## config.mk

```make
export PLATFORM = sky130hd
export DESIGN_NAME = two_finger_pinch_detector
export DESIGN_NICKNAME = d
export VERILOG_FILES = /design/src/rtl/tfpd_pkg.sv /design/src/rtl/tfpd_gesture_core.sv /design/src/rtl/tfpd_result_stage.sv /design/src/rtl/two_finger_pinch_detector.sv
export SDC_FILE = /design/constraint.sdc
export NUM_CORES = 2
export LEC_CHECK = 0
export ABC_CLOCK_PERIOD_IN_PS = 16250
export BUFFER_PORTS_ARGS = -buffer_cell sky130_fd_sc_hd__buf_2
export CAP_MARGIN = 40
export CORE_UTILIZATION = 50
export CTS_CLUSTER_DIAMETER = 30
export DETAILED_ROUTE_END_ITERATION = 8
export MAX_ROUTING_LAYER = met4
export PLACE_DENSITY = 0.66
export REMOVE_ABC_BUFFERS = 1
export SYNTH_ARGS = -nofsm -noshare
export SYNTH_HDL_FRONTEND = slang
export SYNTH_HIERARCHICAL = 1
export SYNTH_SLANG_ARGS = --single-unit
```

## constraint.sdc

```tcl
create_clock -name clk -period 16.25 [get_ports clk]
set_input_delay 0.8125 -clock clk [delete_from_list [all_inputs] [get_ports clk]]
set_output_delay 0.8125 -clock clk [all_outputs]
set_load 0.005 [all_outputs]
```

## src/rtl/tfpd_pkg.sv

```systemverilog
// Shared types, codes and distance helpers for the two-finger pinch detector.
package tfpd_pkg;

	localparam int COORD_BITS = 16;
	localparam int SPAN_W     = COORD_BITS + 1;
	localparam int DIFF_W     = COORD_BITS + 2;
	localparam int THR_W      = 17;
	localparam int CMP_W      = ((DIFF_W > THR_W) ? DIFF_W : THR_W) + 1;
	localparam int FC_W       = 4;
	localparam logic [FC_W-1:0] FC_MAX = FC_W'(15);
	localparam logic [FC_W-1:0] FC_TWO = FC_W'(2);
	localparam logic [THR_W-1:0] THR_RESET = THR_W'(240);

	typedef logic [COORD_BITS-1:0] coord_t;
	typedef logic [SPAN_W-1:0]     span_t;
	typedef logic signed [DIFF_W-1:0] diff_t;
	typedef logic [THR_W-1:0]      thr_t;
	typedef logic [FC_W-1:0]       fcount_t;

	typedef enum logic [2:0] {
		OP_DOWN   = 3'd0,
		OP_MOTION = 3'd1,
		OP_UP     = 3'd2,
		OP_FRAME  = 3'd3,
		OP_CANCEL = 3'd4,
		OP_RESET  = 3'd5
	} op_t;

	typedef enum logic [2:0] {
		ST_IGNORE    = 3'd0,
		ST_MAYBE     = 3'd1,
		ST_CANCELLED = 3'd2,
		ST_FINISHED  = 3'd3,
		ST_UPDATE    = 3'd4
	} status_t;

	typedef enum logic [1:0] {
		DIR_NONE = 2'd0,
		DIR_IN   = 2'd1,
		DIR_OUT  = 2'd2
	} dir_t;

	typedef struct packed {
		coord_t x;
		coord_t y;
	} point_t;

	// Request as held in the input register
	typedef struct packed {
		logic [2:0] op;
		logic       slot;
		point_t     pt;
	} req_t;

	// Partial result handed from the gesture core to the result stage
	typedef struct packed {
		status_t status;
		dir_t    recent;
		diff_t   overall_diff;
	} part_t;

	function automatic coord_t abs_diff(input coord_t a, input coord_t b);
		return (a > b) ? coord_t'(a - b) : coord_t'(b - a);
	endfunction

	function automatic span_t span(input point_t p0, input point_t p1);
		return span_t'({1'b0, abs_diff(p0.x, p1.x)}) + span_t'({1'b0, abs_diff(p0.y, p1.y)});
	endfunction

	function automatic diff_t span_diff(input span_t a, input span_t b);
		return diff_t'({1'b0, a}) - diff_t'({1'b0, b});
	endfunction

	function automatic logic signed [CMP_W-1:0] diff_ext(input diff_t d);
		return {{(CMP_W-DIFF_W){d[DIFF_W-1]}}, d};
	endfunction

	function automatic logic signed [CMP_W-1:0] thr_ext(input thr_t t);
		return {{(CMP_W-THR_W){1'b0}}, t};
	endfunction

endpackage

```

## src/rtl/tfpd_gesture_core.sv

```systemverilog
// Gesture state and per-request update, with the stage-two result register.
module tfpd_gesture_core (
	input  logic           clk,
	input  logic           arst_n,
	input  logic           take,
	input  tfpd_pkg::req_t req_s1,
	input  tfpd_pkg::thr_t threshold,
	output tfpd_pkg::part_t part_s2
);
	import tfpd_pkg::*;

	fcount_t      fc_q;
	logic         canc_q;
	logic         started_q;
	dir_t         ldir_q;
	point_t [1:0] sp_q;
	point_t [1:0] pp_q;
	point_t [1:0] cp_q;

	fcount_t      fc_n;
	logic         canc_n;
	logic         started_n;
	dir_t         ldir_n;
	point_t [1:0] sp_n;
	point_t [1:0] pp_n;
	point_t [1:0] cp_n;
	status_t      st_n;
	diff_t        frame_d;
	logic signed [CMP_W-1:0] fd_ext;
	logic signed [CMP_W-1:0] t_ext;

	always_comb begin
		fc_n      = fc_q;
		canc_n    = canc_q;
		started_n = started_q;
		ldir_n    = ldir_q;
		sp_n      = sp_q;
		pp_n      = pp_q;
		cp_n      = cp_q;
		st_n      = ST_IGNORE;
		frame_d   = span_diff(span(cp_q[0], cp_q[1]), span(pp_q[0], pp_q[1]));
		fd_ext    = diff_ext(frame_d);
		t_ext     = thr_ext(threshold);

		case (op_t'(req_s1.op))
			OP_DOWN: begin
				if (fc_q != FC_MAX)
					fc_n = fc_q + FC_W'(1);
				if (!canc_q) begin
					if (fc_n <= FC_TWO)
						sp_n[req_s1.slot] = req_s1.pt;
					if (fc_n == FC_TWO) begin
						started_n = 1'b1;
						pp_n      = sp_n;
						cp_n      = sp_n;
						st_n      = ST_MAYBE;
					end else if (fc_n > FC_TWO) begin
						canc_n = 1'b1;
						st_n   = ST_CANCELLED;
					end
				end
			end
			OP_MOTION: begin
				if (!canc_q) begin
					cp_n[req_s1.slot] = req_s1.pt;
					if (!started_q)
						sp_n[req_s1.slot] = req_s1.pt;
				end
			end
			OP_UP: begin
				if (fc_q != '0)
					fc_n = fc_q - FC_W'(1);
				if (fc_n == '0) begin
					if (!canc_q && started_q && ldir_q != DIR_NONE) begin
						st_n = ST_FINISHED;
					end else begin
						canc_n    = 1'b0;
						started_n = 1'b0;
						ldir_n    = DIR_NONE;
						sp_n      = '0;
						pp_n      = '0;
						cp_n      = '0;
					end
				end
			end
			OP_FRAME: begin
				if (!canc_q && started_q && fc_q == FC_TWO &&
				    (fd_ext >= t_ext || fd_ext <= -t_ext)) begin
					pp_n   = cp_q;
					ldir_n = (frame_d > 0) ? DIR_IN : DIR_OUT;
					st_n   = ST_UPDATE;
				end
			end
			OP_CANCEL: begin
				canc_n = 1'b1;
				st_n   = ST_CANCELLED;
			end
			OP_RESET: begin
				canc_n    = 1'b0;
				started_n = 1'b0;
				ldir_n    = DIR_NONE;
				sp_n      = '0;
				pp_n      = '0;
				cp_n      = '0;
			end
			default: begin
			end
		endcase
	end

	always_ff @(posedge clk or negedge arst_n) begin
		if (!arst_n) begin
			fc_q      <= '0;
			canc_q    <= 1'b0;
			started_q <= 1'b0;
			ldir_q    <= DIR_NONE;
			sp_q      <= '0;
			pp_q      <= '0;
			cp_q      <= '0;
		end else if (take) begin
			fc_q      <= fc_n;
			canc_q    <= canc_n;
			started_q <= started_n;
			ldir_q    <= ldir_n;
			sp_q      <= sp_n;
			pp_q      <= pp_n;
			cp_q      <= cp_n;
		end
	end

	// overall comparison against the threshold is finished in the result stage
	always_ff @(posedge clk) begin
		if (take) begin
			part_s2.status       <= st_n;
			part_s2.recent       <= ldir_n;
			part_s2.overall_diff <= span_diff(span(cp_n[0], cp_n[1]), span(sp_n[0], sp_n[1]));
		end
	end

endmodule

```

## src/rtl/tfpd_result_stage.sv

```systemverilog
// Output register: resolves the start-to-current direction and holds the result.
module tfpd_result_stage (
	input  logic            clk,
	input  logic            load,
	input  tfpd_pkg::part_t part_s2,
	input  tfpd_pkg::thr_t  threshold,
	output logic [2:0]      status,
	output logic [1:0]      recent_direction,
	output logic [1:0]      overall_direction
);
	import tfpd_pkg::*;

	logic signed [CMP_W-1:0] d_ext;
	logic signed [CMP_W-1:0] t_ext;
	dir_t                    overall;

	always_comb begin
		d_ext = diff_ext(part_s2.overall_diff);
		t_ext = thr_ext(threshold);
		if (d_ext > t_ext)
			overall = DIR_IN;
		else if (d_ext < -t_ext)
			overall = DIR_OUT;
		else
			overall = DIR_NONE;
	end

	always_ff @(posedge clk) begin
		if (load) begin
			status            <= part_s2.status;
			recent_direction  <= part_s2.recent;
			overall_direction <= overall;
		end
	end

endmodule

```

## src/rtl/two_finger_pinch_detector.sv

```systemverilog
// Top level of the two-finger pinch detector: input register, handshake and threshold.
//
// Takes one touch request per cycle while the output is not stalled and returns exactly one
// result per request. A request passes the input register, the gesture update and the output
// register before its result is on the outputs. Sustained rate is one request per clock while
// the output is not stalled: the gesture state is read and rewritten while a request is in the
// update stage, so consecutive requests see each other's effect without a bubble. The pipeline
// stalls only when a result is held at the output and out_ready is low. The threshold thr_q
// resets to 240 and is written through cfg_we/cfg_wdata; the user must write it only while no
// request is in flight, and the block itself does not enforce this.
module two_finger_pinch_detector (
	input  logic        clk,
	input  logic        arst_n,
	input  logic        in_valid,
	output logic        in_ready,
	input  logic [2:0]  operation,
	input  logic        slot,
	input  logic [15:0] pos_x,
	input  logic [15:0] pos_y,
	output logic        out_valid,
	input  logic        out_ready,
	output logic [2:0]  status,
	output logic [1:0]  recent_direction,
	output logic [1:0]  overall_direction,
	input  logic        cfg_we,
	input  logic [16:0] cfg_wdata
);
	import tfpd_pkg::*;

	thr_t  thr_q;
	req_t  req_s1;
	logic  v_s1;
	logic  v_s2;
	part_t part_s2;
	logic  out_free;
	logic  s2_free;
	logic  take;
	logic  accept;

	assign out_free = !out_valid || out_ready;
	assign s2_free  = !v_s2 || out_free;
	assign take     = v_s1 && s2_free;
	assign in_ready = !v_s1 || s2_free;
	assign accept   = in_valid && in_ready;

	always_ff @(posedge clk or negedge arst_n) begin
		if (!arst_n) begin
			thr_q     <= THR_RESET;
			v_s1      <= 1'b0;
			v_s2      <= 1'b0;
			out_valid <= 1'b0;
		end else begin
			if (cfg_we)
				thr_q <= cfg_wdata;
			if (in_ready)
				v_s1 <= in_valid;
			if (s2_free)
				v_s2 <= v_s1;
			if (out_free)
				out_valid <= v_s2;
		end
	end

	always_ff @(posedge clk) begin
		if (accept) begin
			req_s1.op   <= operation;
			req_s1.slot <= slot;
			req_s1.pt.x <= coord_t'(pos_x);
			req_s1.pt.y <= coord_t'(pos_y);
		end
	end

	tfpd_gesture_core u_core (
		.clk       (clk),
		.arst_n    (arst_n),
		.take      (take),
		.req_s1    (req_s1),
		.threshold (thr_q),
		.part_s2   (part_s2)
	);

	tfpd_result_stage u_result (
		.clk               (clk),
		.load              (v_s2 && out_free),
		.part_s2           (part_s2),
		.threshold         (thr_q),
		.status            (status),
		.recent_direction  (recent_direction),
		.overall_direction (overall_direction)
	);

endmodule

```

==> impl_metrics.tcl <==
set metrics [dict create \
    outcome "finished, violations left" \
    violated_checks "design-rule violations" \
    dr.pass1.iters 9 \
    wl_per_cell_um 22.4 \
    post_cts_setup_inserts 0 \
    flow.area_growth_from_synthesis_pct 13.9 \
    yosys_warnings 6 \
    grt_antenna_before_repair 0 \
    antenna_left 0 \
    hold_buffers 0 \
    place_ws_ps 6250 \
    worst_setup_path_end_kind "flip-flop" \
    dp_hpwl_um 74100 \
    fin_setup_tns_ps 0 \
    worst_hold_path_type "input pin to async pin" \
    initial_core_util_pct 50.8 \
    ioPinCount 67 \
    tritoncts_num_sinks 286 \
    grt_pass1_wl_um 147000 \
    cp_common_cell "sky130_fd_sc_hd__o21ai_0" \
    post_cts.resized_instances 0 \
    drv.max_cap_violation_count 0 \
    maximum_clock_frequency_mhz 97.9 \
    timing.final.crit_share_pct 62.8 \
    synth_area_per_cell_um2 8.73 \
    post_synthesis_instance_area_um2 30000 \
    insertedDiodeCount 0 \
    crit_arrival_ps 10580 \
    post_synth_inst_count 3439 \
    synth.top_cell.area_share_pct 18.0 \
    clk_transition_reported_paths_ps 50 \
    category_of_the_critical_setup_timing_path "flip-flop to flip-flop" \
    tightestPinTransition_ps 976 \
    final-max-slew-violation-count 0 \
    clk-insertion-delay-late_ps 640 \
    worst_slew_margin_rel_pct 34.9 \
    cts-root-to-sink-buffers 3 \
    drive_above_1_share_pct 11.2 \
    setup_viol 0 \
    gp_routability_congestion 1.01 \
    cp.required_ps 16610 \
    floorplan.rows 89 \
    setup_slack_ps 6040 \
    design.die.area_um2 61000 \
    yosys_most_used_dff "sky130_fd_sc_hd__dfrtp_1" \
    root_buffer "sky130_fd_sc_hd__clkbuf_16" \
    synth_seq_cells 286 \
    fp.coreArea_um2 59100 \
    cts_tree "done" \
    yosys.cell_types.count 90 \
    critPathMaxStageDelay_ps 830 \
    final_nets 3975 \
    finalHoldViolations 0 \
    synthArstFlopShare_pct 76.9 \
    via_per_inst 6.15 \
    vias 26600 \
    grt_setup_unrepaired "no" \
    synth_largest_area_cell "sky130_fd_sc_hd__dfrtp_1" \
    ys_top_cells_by_area "sky130_fd_sc_hd__dfrtp_1 18%, sky130_fd_sc_hd__ha_1 15%, sky130_fd_sc_hd__edfxtp_1 6.6%" \
    wirelength_um 97100 \
    grt-ovfl-total 0 \
    cts-buffers-inserted 87 \
    die_width_um 247 \
    critical_path.slowest_cell "sky130_fd_sc_hd__nor2_2" \
    port_buffers 66 \
    cp_max_fo 33 \
    fin_worst_skew_ps 35.5 \
    grt_use_total_pct 32.5 \
    crit_path_start_kind "flip-flop" \
    synth_sequential_area_ratio_pct 25.0 \
    grt_start_max_net_pins 99 \
    dpl-instance-area_um2 31100 \
    finalInstanceArea_um2 34200 \
    die_span_y_um 247 \
    drc_violation_count_after_routing 6 \
    synth_edf_count 66 \
    htreeDepth 3 \
    first_global_vias 25100 \
    post-route-min-period_ps 10210 \
    drt_iter0_markers 3000 \
]
## layout make-up
type	instances	area [µm²]
Clock buffer	118	2480
Clock inverter	45	577
Fill cell	5285	25000
Inverter	447	1680
Multi-Input combinational cell	2553	20300
Sequential cell	286	7490
Tap cell	773	967
Timing Repair Buffer	106	713
## metal layers
layer	wire length [µm]	GRT usage, %
met3	8320	6.09
met2	42400	48.4
met5	0	-
met1	42300	43.3
met4	3960	13.2
## sequential cells by signal, indices dropped and copies added (netlist names), 2 cells and up
signal,count
thr_q,17
req_s1,36
u_core/pp_q,64
u_core/part_s2,23
u_core/fc_q,4
u_core/cp_q,64
u_core/sp_q,64
u_core/ldir_q,2
u_result/overall_direction,2
u_result/recent_direction,2
u_result/status,3
## stage by stage
stage / cells / util, % / hold slack, ps
after floorplan: 3286 / - / 400
after global placement: 4161 / 52.4 / 404
after detailed placement: 4165 / 52.6 / 405
after CTS: 4328 / 57.8 / 135
after global routing: 4328 / 57.8 / 155
final: 4328 / 57.8 / 133
## cell usage after synthesis, types with 14 or more instances
library cell / instances
sky130_fd_sc_hd__a211oi_1: 22
sky130_fd_sc_hd__a21o_1: 115
sky130_fd_sc_hd__a21oi_1: 359
sky130_fd_sc_hd__a221oi_1: 20
sky130_fd_sc_hd__a222oi_1: 60
sky130_fd_sc_hd__a22oi_1: 64
sky130_fd_sc_hd__a31oi_1: 17
sky130_fd_sc_hd__and2_1: 21
sky130_fd_sc_hd__clkbuf_1: 132
sky130_fd_sc_hd__dfrtp_1: 216
sky130_fd_sc_hd__edfxtp_1: 66
sky130_fd_sc_hd__fa_1: 80
sky130_fd_sc_hd__ha_1: 356
sky130_fd_sc_hd__inv_1: 445
sky130_fd_sc_hd__mux2_1: 15
sky130_fd_sc_hd__mux2_2: 80
sky130_fd_sc_hd__mux2i_1: 142
sky130_fd_sc_hd__nand2_1: 122
sky130_fd_sc_hd__nand2b_1: 42
sky130_fd_sc_hd__nand3_1: 33
sky130_fd_sc_hd__nand4_1: 42
sky130_fd_sc_hd__nor2_1: 251
sky130_fd_sc_hd__nor2b_1: 32
sky130_fd_sc_hd__nor3_1: 50
sky130_fd_sc_hd__nor4_1: 14
sky130_fd_sc_hd__o211ai_1: 26
sky130_fd_sc_hd__o21a_1: 16
sky130_fd_sc_hd__o21ai_0: 134
sky130_fd_sc_hd__o21bai_1: 50
sky130_fd_sc_hd__o22ai_1: 65
sky130_fd_sc_hd__o31ai_1: 18
sky130_fd_sc_hd__xnor2_1: 119
sky130_fd_sc_hd__xor2_1: 47
## final timing paths
| check | slack [ps] | depth (start not counted) | endpoint | from |
|---|---|---|---|---|
| setup / recovery | 6040 | 36 | u_core/part_s2[15] | u_core/fc_q[0] |
| hold / removal | 130 | 1 | thr_q[0] | arst_n |
| setup reg to reg | 6040 | 36 | u_core/part_s2[15] | u_core/fc_q[0] |
| hold reg to reg | 420 | 0 | u_result/status[2] | u_core/part_s2[22] |
| max in group asynchronous | 14240 | 3 | u_core/pp_q[47] | arst_n |
| min in group clk | 340 | 1 | req_s1[27] | pos_x[11] |
## cell usage in the layout, fill, tap and decap left out, types with 18 or more instances in the layout
| cell type | count |
|---|---|
| sky130_fd_sc_hd__inv_1 | 445 |
| sky130_fd_sc_hd__a21oi_1 | 356 |
| sky130_fd_sc_hd__ha_1 | 356 |
| sky130_fd_sc_hd__nor2_1 | 247 |
| sky130_fd_sc_hd__dfrtp_1 | 216 |
| sky130_fd_sc_hd__mux2i_1 | 142 |
| sky130_fd_sc_hd__o21ai_0 | 132 |
| sky130_fd_sc_hd__nand2_1 | 119 |
| sky130_fd_sc_hd__xnor2_1 | 119 |
| sky130_fd_sc_hd__a21o_1 | 115 |
| sky130_fd_sc_hd__clkbuf_16 | 88 |
| sky130_fd_sc_hd__mux2_2 | 80 |
| sky130_fd_sc_hd__fa_1 | 80 |
| sky130_fd_sc_hd__edfxtp_1 | 66 |
| sky130_fd_sc_hd__buf_2 | 65 |
| sky130_fd_sc_hd__o22ai_1 | 65 |
| sky130_fd_sc_hd__a22oi_1 | 64 |
| sky130_fd_sc_hd__a222oi_1 | 60 |
| sky130_fd_sc_hd__nor3_1 | 50 |
| sky130_fd_sc_hd__o21bai_1 | 50 |
| sky130_fd_sc_hd__xor2_1 | 47 |
| sky130_fd_sc_hd__nand2b_1 | 42 |
| sky130_fd_sc_hd__nand4_1 | 42 |
| sky130_fd_sc_hd__buf_4 | 36 |
| sky130_fd_sc_hd__nand3_1 | 33 |
| sky130_fd_sc_hd__nor2b_1 | 32 |
| sky130_fd_sc_hd__o211ai_1 | 26 |
| sky130_fd_sc_hd__a211oi_1 | 22 |
| sky130_fd_sc_hd__a221oi_1 | 20 |
| sky130_fd_sc_hd__and2_1 | 19 |
| sky130_fd_sc_hd__o31ai_1 | 18 |
## worst max-delay path, delay by kind of cell (launching register included)
family / cells / cell delay (ps)
compound gates: 14 / 3180
buf+inv: 5 / 1170
fa+ha+maj: 6 / 2120
simple gates: 8 / 2210
xor+xnor: 2 / 530
mux: 1 / 270
flops: 1 / 450
## logic make-up after synthesis
| kind of cell | share of synthesized area (%) |
|---|---|
| mux | 8.80 |
| buf+inv | 7.75 |
| simple gates | 10.6 |
| xor+xnor | 4.99 |
| fa+ha+maj | 20.2 |
| flops | 25.0 |
| compound gates | 22.7 |
Power is left out: the tool's default activity adds up to more than one toggle a clock period on the data nets, which glitch-free logic cannot reach.
